<file path="src/jptc_pkg.sv">
// Shared types and constants of the joint PID torque controller.
package jptc_pkg;

    // Item kinds carried in the input tuser.
    localparam logic [1:0] OP_LOAD   = 2'd0;
    localparam logic [1:0] OP_SAMPLE = 2'd1;
    localparam logic [1:0] OP_CLEAR  = 2'd2;

    // Register addresses on the configuration port.
    localparam logic [2:0] ADDR_CONTROL_MODE = 3'd0;

    // Accumulator of the shared unit: three 31 x 33 bit products summed with headroom.
    localparam int ACC_W     = 66;
    // Multiplier operand width and number of shift-add steps.
    localparam int MPL_W     = 31;
    localparam int MUL_STEPS = 31;

    localparam logic signed [31:0] S32_MAX = 32'sh7FFF_FFFF;
    localparam logic signed [31:0] S32_MIN = 32'sh8000_0000;

    // Sequencer states.
    typedef enum logic [2:0] {
        ST_IDLE,
        ST_VMUL,
        ST_VDIV,
        ST_PMUL,
        ST_DMUL,
        ST_IMUL,
        ST_FIN
    } t_state;

    // Commands from the sequencer to the shared arithmetic unit.
    typedef struct packed {
        logic load_mul;
        logic load_div;
        logic clr_acc;
    } t_mdctl;

endpackage

</file>
<file path="src/joint_pid_torque_controller.sv">
// Top level of the per-joint PID torque controller.
//
// Input stream (s side): tuser carries the item kind (load gains and target,
// joint sample, clear integrals); tdata carries the joint index, angle, time
// stamp, target and three gains. Output stream (m side): one word per in-range
// joint sample, with the joint and the saturated Q16.16 torque in tdata and the
// torque-valid flag in tuser. Load and clear items produce no output word.
// The APB port holds the control mode register at address 0.
//
// Load, clear and ignored items leave the sequencer idle. A sample is accepted,
// then goes through the velocity product, the serial velocity division
// (NUM_W = 33 + bits of TICKS_PER_SECOND, 53 by default), the three gain
// products and a final step. The velocity product and division are skipped on
// the first sample and on a zero interval, the gain products when control is off.
// All of it runs on one shared shift-add and divide unit; s_tready is low meanwhile.
//
// Reset clears gains, targets, velocities, integrals, first-sample marks and
// the control mode. A finished word waits in the output register; while the
// receiver stalls the next sample may be accepted and worked on, and holds
// in its final step until the output register is free.
module joint_pid_torque_controller
    import jptc_pkg::*;
#(
    parameter int JOINTS           = 8,
    parameter int FRAC_BITS        = 16,
    parameter int TICKS_PER_SECOND = 1000000
) (
    input  logic         i_clk,
    input  logic         i_rst_n,
    // Input stream
    input  logic         i_s_tvalid,
    output logic         o_s_tready,
    // tdata: joint_index[2:0], joint_angle[34:3], time_stamp[66:35],
    // new_target[98:67], new_prop_gain[129:99], new_int_gain[160:130],
    // new_deriv_gain[191:161]
    input  logic [191:0] i_s_tdata,
    // tuser: opcode[1:0]
    input  logic [1:0]   i_s_tuser,
    // Output stream
    output logic         o_m_tvalid,
    input  logic         i_m_tready,
    // tdata: out_joint[2:0], torque[34:3], zero fill[39:35]
    output logic [39:0]  o_m_tdata,
    // tuser: torque_valid[0]
    output logic [0:0]   o_m_tuser,
    // Configuration port
    input  logic         i_psel,
    input  logic         i_penable,
    input  logic         i_pwrite,
    input  logic [2:0]   i_paddr,
    input  logic [31:0]  i_pwdata,
    output logic [31:0]  o_prdata,
    output logic         o_pready
);

    localparam int JW    = (JOINTS > 1) ? $clog2(JOINTS) : 1;
    localparam int TPS_W = $clog2(TICKS_PER_SECOND + 1);
    localparam int NUM_W = 33 + TPS_W;

    // Input fields.
    logic [1:0]         w_op;
    logic [2:0]         w_joint;
    logic signed [31:0] w_angle;
    logic [31:0]        w_time;
    logic signed [31:0] w_target;
    logic [30:0]        w_kp;
    logic [30:0]        w_ki;
    logic [30:0]        w_kd;

    assign w_op     = i_s_tuser;
    assign w_joint  = i_s_tdata[2:0];
    assign w_angle  = i_s_tdata[34:3];
    assign w_time   = i_s_tdata[66:35];
    assign w_target = i_s_tdata[98:67];
    assign w_kp     = i_s_tdata[129:99];
    assign w_ki     = i_s_tdata[160:130];
    assign w_kd     = i_s_tdata[191:161];

    // Per-joint state.
    logic [30:0]        r_kp_tab    [JOINTS];
    logic [30:0]        r_ki_tab    [JOINTS];
    logic [30:0]        r_kd_tab    [JOINTS];
    logic signed [31:0] r_tgt_tab   [JOINTS];
    logic signed [31:0] r_pang_tab  [JOINTS];
    logic [31:0]        r_ptime_tab [JOINTS];
    logic signed [31:0] r_vel_tab   [JOINTS];
    logic signed [31:0] r_int_tab   [JOINTS];
    logic [JOINTS-1:0]  r_seen;
    logic               r_mode;

    // Sequencer and working registers.
    t_state             r_state;
    t_state             n_state;
    logic               r_go;
    logic [JW-1:0]      r_idx;
    logic [2:0]         r_joint;
    logic               r_neg;
    logic [32:0]        r_mag;
    logic [31:0]        r_dt;
    logic signed [32:0] r_err;
    logic signed [31:0] r_integ;
    logic               r_samp_mode;

    // Output register.
    logic               r_out_valid;
    logic [2:0]         r_out_joint;
    logic signed [31:0] r_out_torque;
    logic               r_out_tv;

    // Shared unit interface.
    t_mdctl                  w_ctl;
    logic signed [ACC_W-1:0] w_mcand;
    logic [MPL_W-1:0]        w_mplier;
    logic                    w_busy;
    logic signed [ACC_W-1:0] w_acc;
    logic [NUM_W-1:0]        w_quot;

    // Decode of the word at the input.
    logic               w_accept;
    logic               w_in_range;
    logic [JW-1:0]      w_idx;
    logic               w_seen;
    logic [31:0]        w_dt;
    logic signed [32:0] w_diff;
    logic signed [32:0] w_err;
    logic signed [33:0] w_isum;
    logic signed [31:0] w_inew;
    logic               w_step_done;
    logic               w_out_free;
    logic signed [31:0] w_vel_new;
    logic signed [ACC_W-1:0] w_total;
    logic signed [ACC_W:0]   w_neg_total;
    logic signed [31:0] w_torque;

    assign w_accept   = i_s_tvalid && o_s_tready;
    assign w_in_range = ({2'b00, w_joint} < 5'(JOINTS));
    assign w_idx      = JW'(w_joint);
    assign w_seen     = r_seen[w_idx];
    assign w_dt       = w_time - r_ptime_tab[w_idx];
    assign w_diff     = 33'(w_angle) - 33'(r_pang_tab[w_idx]);
    assign w_err      = 33'(w_angle) - 33'(r_tgt_tab[w_idx]);
    assign w_isum     = 34'(r_int_tab[w_idx]) + 34'(w_err);

    // Saturated integral update.
    always_comb begin
        if (w_isum > 34'(S32_MAX)) begin
            w_inew = S32_MAX;
        end else if (w_isum < 34'(S32_MIN)) begin
            w_inew = S32_MIN;
        end else begin
            w_inew = w_isum[31:0];
        end
    end

    assign w_step_done = r_go && !w_busy;
    assign w_out_free  = !r_out_valid || i_m_tready;

    // Signed, saturated velocity from the unsigned quotient.
    always_comb begin
        if (r_neg) begin
            if ((w_quot[NUM_W-1:32] != '0) || (w_quot[31] && (w_quot[30:0] != '0))) begin
                w_vel_new = S32_MIN;
            end else begin
                w_vel_new = -$signed(w_quot[31:0]);
            end
        end else begin
            if (w_quot[NUM_W-1:31] != '0) begin
                w_vel_new = S32_MAX;
            end else begin
                w_vel_new = $signed(w_quot[31:0]);
            end
        end
    end

    // Floor by the fraction bits, negate and saturate.
    assign w_total     = w_acc >>> FRAC_BITS;
    assign w_neg_total = -((ACC_W + 1)'(w_total));

    always_comb begin
        if (!r_samp_mode) begin
            w_torque = '0;
        end else if (w_neg_total > (ACC_W + 1)'(S32_MAX)) begin
            w_torque = S32_MAX;
        end else if (w_neg_total < (ACC_W + 1)'(S32_MIN)) begin
            w_torque = S32_MIN;
        end else begin
            w_torque = w_neg_total[31:0];
        end
    end

    // Next state.
    always_comb begin
        n_state = r_state;
        unique case (r_state)
            ST_IDLE: begin
                if (w_accept && (w_op == OP_SAMPLE) && w_in_range) begin
                    if (w_seen && (w_dt != '0)) begin
                        n_state = ST_VMUL;
                    end else if (r_mode) begin
                        n_state = ST_PMUL;
                    end else begin
                        n_state = ST_FIN;
                    end
                end
            end
            ST_VMUL: if (w_step_done) n_state = ST_VDIV;
            ST_VDIV: begin
                if (w_step_done) begin
                    n_state = r_samp_mode ? ST_PMUL : ST_FIN;
                end
            end
            ST_PMUL: if (w_step_done) n_state = ST_DMUL;
            ST_DMUL: if (w_step_done) n_state = ST_IMUL;
            ST_IMUL: if (w_step_done) n_state = ST_FIN;
            ST_FIN:  if (w_out_free) n_state = ST_IDLE;
            default: n_state = ST_IDLE;
        endcase
    end

    // Sequencer outputs: commands and operands for the shared unit.
    always_comb begin
        w_ctl    = '0;
        w_mcand  = '0;
        w_mplier = '0;
        unique case (r_state)
            ST_VMUL: begin
                w_ctl.load_mul = !r_go;
                w_ctl.clr_acc  = 1'b1;
                w_mcand        = ACC_W'(r_mag);
                w_mplier       = MPL_W'(TICKS_PER_SECOND);
            end
            ST_VDIV: begin
                w_ctl.load_div = !r_go;
            end
            ST_PMUL: begin
                w_ctl.load_mul = !r_go;
                w_ctl.clr_acc  = 1'b1;
                w_mcand        = ACC_W'(r_err);
                w_mplier       = r_kp_tab[r_idx];
            end
            ST_DMUL: begin
                w_ctl.load_mul = !r_go;
                w_mcand        = ACC_W'(r_vel_tab[r_idx]);
                w_mplier       = r_kd_tab[r_idx];
            end
            ST_IMUL: begin
                w_ctl.load_mul = !r_go;
                w_mcand        = ACC_W'(r_integ);
                w_mplier       = r_ki_tab[r_idx];
            end
            default: begin
                w_ctl = '0;
            end
        endcase
    end

    jptc_muldiv #(
        .NUM_W (NUM_W)
    ) u_muldiv (
        .i_clk    (i_clk),
        .i_rst_n  (i_rst_n),
        .i_ctl    (w_ctl),
        .i_mcand  (w_mcand),
        .i_mplier (w_mplier),
        .i_dvd    (w_acc[NUM_W-1:0]),
        .i_dvs    (r_dt),
        .o_busy   (w_busy),
        .o_acc    (w_acc),
        .o_quot   (w_quot)
    );

    // State register and step handshake with the shared unit.
    always_ff @(posedge i_clk) begin
        if (!i_rst_n) begin
            r_state <= ST_IDLE;
            r_go    <= 1'b0;
        end else begin
            r_state <= n_state;
            if (w_ctl.load_mul || w_ctl.load_div) begin
                r_go <= 1'b1;
            end else if (w_step_done) begin
                r_go <= 1'b0;
            end
        end
    end

    // Working registers latched whenever an item is accepted.
    always_ff @(posedge i_clk) begin
        if (w_accept) begin
            r_idx       <= w_idx;
            r_joint     <= w_joint;
            r_neg       <= w_diff[32];
            r_mag       <= w_diff[32] ? 33'(-w_diff) : 33'(w_diff);
            r_dt        <= w_dt;
            r_err       <= w_err;
            r_integ     <= w_inew;
            r_samp_mode <= r_mode;
        end
    end

    // Per-joint tables with a defined reset value.
    always_ff @(posedge i_clk) begin
        if (!i_rst_n) begin
            for (int k = 0; k < JOINTS; k++) begin
                r_kp_tab[k]  <= '0;
                r_ki_tab[k]  <= '0;
                r_kd_tab[k]  <= '0;
                r_tgt_tab[k] <= '0;
                r_vel_tab[k] <= '0;
                r_int_tab[k] <= '0;
            end
            r_seen <= '0;
        end else begin
            if (w_accept && (w_op == OP_CLEAR)) begin
                for (int k = 0; k < JOINTS; k++) begin
                    r_int_tab[k] <= '0;
                end
                r_seen <= '0;
            end
            if (w_accept && (w_op == OP_LOAD) && w_in_range) begin
                r_tgt_tab[w_idx] <= w_target;
                r_kp_tab[w_idx]  <= w_kp;
                r_ki_tab[w_idx]  <= w_ki;
                r_kd_tab[w_idx]  <= w_kd;
            end
            if (w_accept && (w_op == OP_SAMPLE) && w_in_range) begin
                r_seen[w_idx] <= 1'b1;
                if (r_mode) begin
                    r_int_tab[w_idx] <= w_inew;
                end
            end
            if ((r_state == ST_VDIV) && w_step_done) begin
                r_vel_tab[r_idx] <= w_vel_new;
            end
        end
    end

    // Previous angle and time; read only after the joint has been sampled.
    always_ff @(posedge i_clk) begin
        if (w_accept && (w_op == OP_SAMPLE) && w_in_range) begin
            r_pang_tab[w_idx]  <= w_angle;
            r_ptime_tab[w_idx] <= w_time;
        end
    end

    // Output register: loaded at the final step, held while the receiver stalls.
    always_ff @(posedge i_clk) begin
        if (!i_rst_n) begin
            r_out_valid <= 1'b0;
        end else if ((r_state == ST_FIN) && w_out_free) begin
            r_out_valid <= 1'b1;
        end else if (i_m_tready) begin
            r_out_valid <= 1'b0;
        end
    end

    always_ff @(posedge i_clk) begin
        if ((r_state == ST_FIN) && w_out_free) begin
            r_out_joint  <= r_joint;
            r_out_torque <= w_torque;
            r_out_tv     <= r_samp_mode;
        end
    end

    // Control mode register.
    always_ff @(posedge i_clk) begin
        if (!i_rst_n) begin
            r_mode <= 1'b0;
        end else if (i_psel && i_penable && i_pwrite && (i_paddr == ADDR_CONTROL_MODE)) begin
            r_mode <= i_pwdata[0];
        end
    end

    assign o_prdata   = (i_paddr == ADDR_CONTROL_MODE) ? {31'd0, r_mode} : 32'd0;
    assign o_pready   = 1'b1;
    assign o_s_tready = (r_state == ST_IDLE);
    assign o_m_tvalid = r_out_valid;
    assign o_m_tdata  = {5'd0, r_out_torque, r_out_joint};
    assign o_m_tuser  = r_out_tv;

endmodule

</file>
<file path="src/jptc_muldiv.sv">
// Shared serial multiply-accumulate and restoring divide unit.
module jptc_muldiv
    import jptc_pkg::*;
#(
    parameter int NUM_W = 53
) (
    input  logic                    i_clk,
    input  logic                    i_rst_n,
    input  t_mdctl                  i_ctl,
    input  logic signed [ACC_W-1:0] i_mcand,
    input  logic [MPL_W-1:0]        i_mplier,
    input  logic [NUM_W-1:0]        i_dvd,
    input  logic [31:0]             i_dvs,
    output logic                    o_busy,
    output logic signed [ACC_W-1:0] o_acc,
    output logic [NUM_W-1:0]        o_quot
);

    localparam int CNT_W = $clog2(NUM_W + 1);

    logic                    r_busy;
    logic                    r_div;
    logic [CNT_W-1:0]        r_cnt;
    logic signed [ACC_W-1:0] r_acc;
    logic signed [ACC_W-1:0] r_mcand;
    logic [MPL_W-1:0]        r_mpl;
    logic [NUM_W-1:0]        r_dvd;
    logic [31:0]             r_rem;
    logic [32:0]             w_trial;
    logic                    w_fit;

    // One restoring division step: bring down the next dividend bit and try the divisor.
    assign w_trial = {r_rem, r_dvd[NUM_W-1]};
    assign w_fit   = (w_trial >= {1'b0, i_dvs});

    // Control of the unit: start on command, count the steps down.
    always_ff @(posedge i_clk) begin
        if (!i_rst_n) begin
            r_busy <= 1'b0;
            r_div  <= 1'b0;
            r_cnt  <= '0;
        end else if (i_ctl.load_mul) begin
            r_busy <= 1'b1;
            r_div  <= 1'b0;
            r_cnt  <= CNT_W'(MUL_STEPS);
        end else if (i_ctl.load_div) begin
            r_busy <= 1'b1;
            r_div  <= 1'b1;
            r_cnt  <= CNT_W'(NUM_W);
        end else if (r_busy) begin
            r_cnt <= r_cnt - 1'b1;
            if (r_cnt == CNT_W'(1)) begin
                r_busy <= 1'b0;
            end
        end
    end

    // Datapath: one add per multiply step, one compare and subtract per divide step.
    always_ff @(posedge i_clk) begin
        if (i_ctl.load_mul) begin
            r_mcand <= i_mcand;
            r_mpl   <= i_mplier;
            if (i_ctl.clr_acc) begin
                r_acc <= '0;
            end
        end else if (i_ctl.load_div) begin
            r_dvd <= i_dvd;
            r_rem <= '0;
        end else if (r_busy) begin
            if (r_div) begin
                r_rem <= w_fit ? 32'(w_trial - {1'b0, i_dvs}) : w_trial[31:0];
                r_dvd <= {r_dvd[NUM_W-2:0], w_fit};
            end else begin
                if (r_mpl[0]) begin
                    r_acc <= r_acc + r_mcand;
                end
                r_mcand <= r_mcand <<< 1;
                r_mpl   <= r_mpl >> 1;
            end
        end
    end

    assign o_busy = r_busy;
    assign o_acc  = r_acc;
    assign o_quot = r_dvd;

endmodule
</file>
<file path="config.mk">
export PLATFORM = sky130hd
export DESIGN_NAME = joint_pid_torque_controller
export DESIGN_NICKNAME = d
export VERILOG_FILES = /design/src/jptc_pkg.sv /design/src/joint_pid_torque_controller.sv /design/src/jptc_muldiv.sv
export SDC_FILE = /design/constraint.sdc
export NUM_CORES = 2
export LEC_CHECK = 0
export ABC_AREA = 1
export BUFFER_PORTS_ARGS = -buffer_cell sky130_fd_sc_hd__buf_2
export CAP_MARGIN = 15
export CELL_PAD_IN_SITES_DETAIL_PLACEMENT = 2
export CELL_PAD_IN_SITES_GLOBAL_PLACEMENT = 2
export CORE_UTILIZATION = 45
export DETAILED_ROUTE_END_ITERATION = 8
export GPL_ROUTABILITY_DRIVEN = 0
export GPL_TIMING_DRIVEN = 1
export PLACE_DENSITY = 0.88
export RECOVER_POWER = 100
export SKIP_LAST_GASP = 1
export SYNTH_ARGS = -nofsm -noshare
export SYNTH_HDL_FRONTEND = slang
export SYNTH_HIERARCHICAL = 1
export SYNTH_SLANG_ARGS = --single-unit
</file>
<file path="constraint.sdc">
create_clock -name i_clk -period 21.5 [get_ports i_clk]
set_input_delay 4.3 -clock i_clk [delete_from_list [all_inputs] [get_ports i_clk]]
set_output_delay 4.3 -clock i_clk [all_outputs]
set_load 0.01 [all_outputs]
</file>
==> impl_metrics.yaml <==
setup_path:
  crit_arrival_ps: 19690
  worstSetupStartpointType: "input port"
  crit_fanout: 50
  cp.required_ps: 21880
  critPathCaptureType: "register"
  r2r_slack_ps: 6130
  crit_type: "input port to register"
  r2r_cells: 10
  r2r-end: "u_muldiv/r_mpl[4]"
placement:
  postPlaceCellArea_sq_mm: 0.1244
  io_buffers: 243
  dpl.cell_count: 14990
  hpwl_um: 333200
die:
  core_area_sq_mm: 0.2635
  start_util_pct: 45.44
  rows: 188
  die_area_sq_mm: 0.2681
  die_w_um: 517.8
  io_pins: 312
  fp.dieH_um: 517.8
sta:
  drv_slew: 4990
  fmax_ghz: 0.05179
  hold_viol: 0
  period_minus_slack_ps: 19310
  tightest_slew_ps: 9862
  finalSetupTns_ps: 0
  maxSlewHeadroom_pct: -557.5
  min_period_over_period_pct: 89.81
  clock_skew_ps: 88.35
  rsz0062_at_grt: "no"
  setup_viol: 0
clock_network:
  clk_latency_ps: 940
  cts_buffers: 285
  cts_resized: 0
  htreeDepth: 5
  max-clock-path-buffers: 4
  cts_sinks: 2468
  clock-root-buffer: "clkbuf_16"
  path_clk_slew_ps: 60
  post_cts_buffers: 0
  cts_tree: "done"
  cts_hold_buf: 0
global_route:
  gr-usage-all-layers_pct: 43.70
  grt.overflow.total: 0
  antenna_found_initial: 47
  grt_max_degree: 195
  grt_pass1_vias: 114900
  grt_pass1_wl_um: 854900
pwr:
  p_leak_nw: 51.69
  power_density_mw_per_mm2: 132.3
  max-vdd-ir-drop_mv: 0.1145
outcome:
  status: "finished, violations left"
  violations: "max-capacitance violations, max-slew violations"
synth:
  ys_ff_latch: 2468
  ys_warn_count: 6
  async_reset_ff_share_pct: 0
  avgSynthCellArea_sq_um: 10.27
  synth_area_leaders: "edfxtp_1, nor2_1, nand2_1"
  synth_top_area_share_pct: 61.28
  synth-edff-count: 2443
  synth_most_common_cell: "edfxtp_1"
  synth.largest_area_cell: "edfxtp_1"
  yosysSeqAreaShare_pct: 61.70
  synthCells: 11650
  ys_types: 69
  netlist_area_sq_mm: 0.1197
  synthFlopType: "edfxtp_1"
  yosys-top-cells-count: "edfxtp_1, nor2_1, nand2_1"
routing:
  drt-total-wl_um: 601600
  ant_nets: 0
  initialDrtViolationCount: 12960
  vias: 106000
  drt-vias-per-instance: 6.823
  drc: 0
  firstDrtPassIters: 7
  wl_per_cell_um: 38.74
layout:
  nets: 12250
  drive_above_1_share_pct: 5.808
  final_cells: 15530
  area.growth.synth_to_final_pct: 10.43
  fin_util_pct: 50.18
  design_area_sq_mm: 0.1322
min_path:
  hold-path-cell-count: 2
  hold_class: "register to register"
  whs_endpoint: "r_seen[3]"
  min_from: "r_seen[3]"
run:
  cap_violations: 115
==> layout make-up <==
class                   instances  area [sq um]
diodes                         31         77.57
clock buffers                 362          7619
clock inverters               135          1071
fillers                     26670        131300
inverters                     990          3745
multi-input cells            7640         39570
flip-flops and latches       2468         73870
well taps                    3515          4398
repair buffers                388          1849
==> how the worst max path moves through the flow <==
stage,startpoint,end,cells after the start
finish,i_s_tdata[0],r_kp_tab[4][20],10
global placement,i_s_tdata[0],r_int_tab[0][0],36
floorplan,i_s_tvalid,r_int_tab[0][0],7
global route,i_s_tdata[2],r_int_tab[4][0],39
detailed placement,i_s_tdata[0],r_int_tab[1][0],36
CTS,i_s_tdata[0],r_int_tab[1][0],38
==> cell families (layout without fill, tap and decap cells) <==
logic type | after synthesis | in the layout | share of synthesized area, %
AOI/OAI and AO/OA | 1912 | 1912 | 10.18
xor gates and xnor gates | 203 | 203 | 1.485
adders and majority gates | 237 | 237 | 2.515
buffers and inverters | 1581 | 1875 | 5.208
DFF | 2468 | 2468 | 61.70
muxes | 189 | 189 | 1.580
other | 2 | 68 | 0.006274
and+or+nand+nor | 5062 | 5062 | 17.33
==> layer usage <==
layer / share of wire (%) / track usage, %
met3: 9.7 / 9.938
met1: 33 / 48.27
met5: 0.044 / 0.01778
met4: 10 / 36.87
met2: 47 / 71.72
==> where the power goes <==
group	total, mW	internal, mW	leakage (nW)	switching, mW
Sequential	6.43	6.04	24.4	0.391
Clock	4.99	2.66	4.24	2.32
Combinational	6.08	1.37	23.1	4.71
Total	17.5	10.1	51.7	7.42
==> sequential cells by signal, indices dropped and copies added, names as in the netlist, 248 cells and up, named ones only <==
| signal | count |
|---|---|
| r_int_tab | 256 |
| r_pang_tab | 256 |
| r_ptime_tab | 256 |
| r_tgt_tab | 256 |
| r_vel_tab | 256 |
| r_kd_tab | 248 |
| r_ki_tab | 248 |
| r_kp_tab | 248 |
==> cells in the final DEF (no fill, tap or decap), types with 74 or more instances in the layout <==
| cell | count |
|---|---|
| a221oi_1 | 74 |
| edfxtp_1 | 2443 |
| nand4_1 | 182 |
| o21ai_0 | 519 |
| a21oi_1 | 572 |
| nand3_1 | 348 |
| a22oi_1 | 132 |
| nor2_1 | 2260 |
| ha_1 | 231 |
| o221ai_1 | 190 |
| a22o_1 | 77 |
| nand2_1 | 1997 |
| clkbuf_1 | 272 |
| mux2i_1 | 189 |
| inv_1 | 962 |
| clkbuf_16 | 291 |
| o22ai_1 | 103 |
| buf_2 | 136 |
| xor2_1 | 154 |
==> metrics by stage <==
| stage | setup slack, ps | hold WS [ps] | total power, mW |
|---|---|---|---|
| 4_1_cts | 5709 | 521.1 | 17.14 |
| 6_report | 2190 | 520.1 | 17.49 |
| 5_1_grt | 2711 | 536.7 | 17.75 |
| 2_1_floorplan | 8307 | 430.0 | 9.717 |
| 3_5_place_dp | 5449 | 494.4 | 11.80 |
| 3_3_place_gp | 6457 | 451.7 | 11.24 |
==> worst max-delay path, cell delays in order <==
cell and delay, ps:
clkbuf_1 250, inv_1 360, nand3_1 680, clkbuf_1 760
inv_4 660, clkbuf_1 2110, nand2_1 1920, nand2_1 2070
clkbuf_1 3100, clkbuf_1 3310
Note: power is estimated with default switching activity, not from simulation.
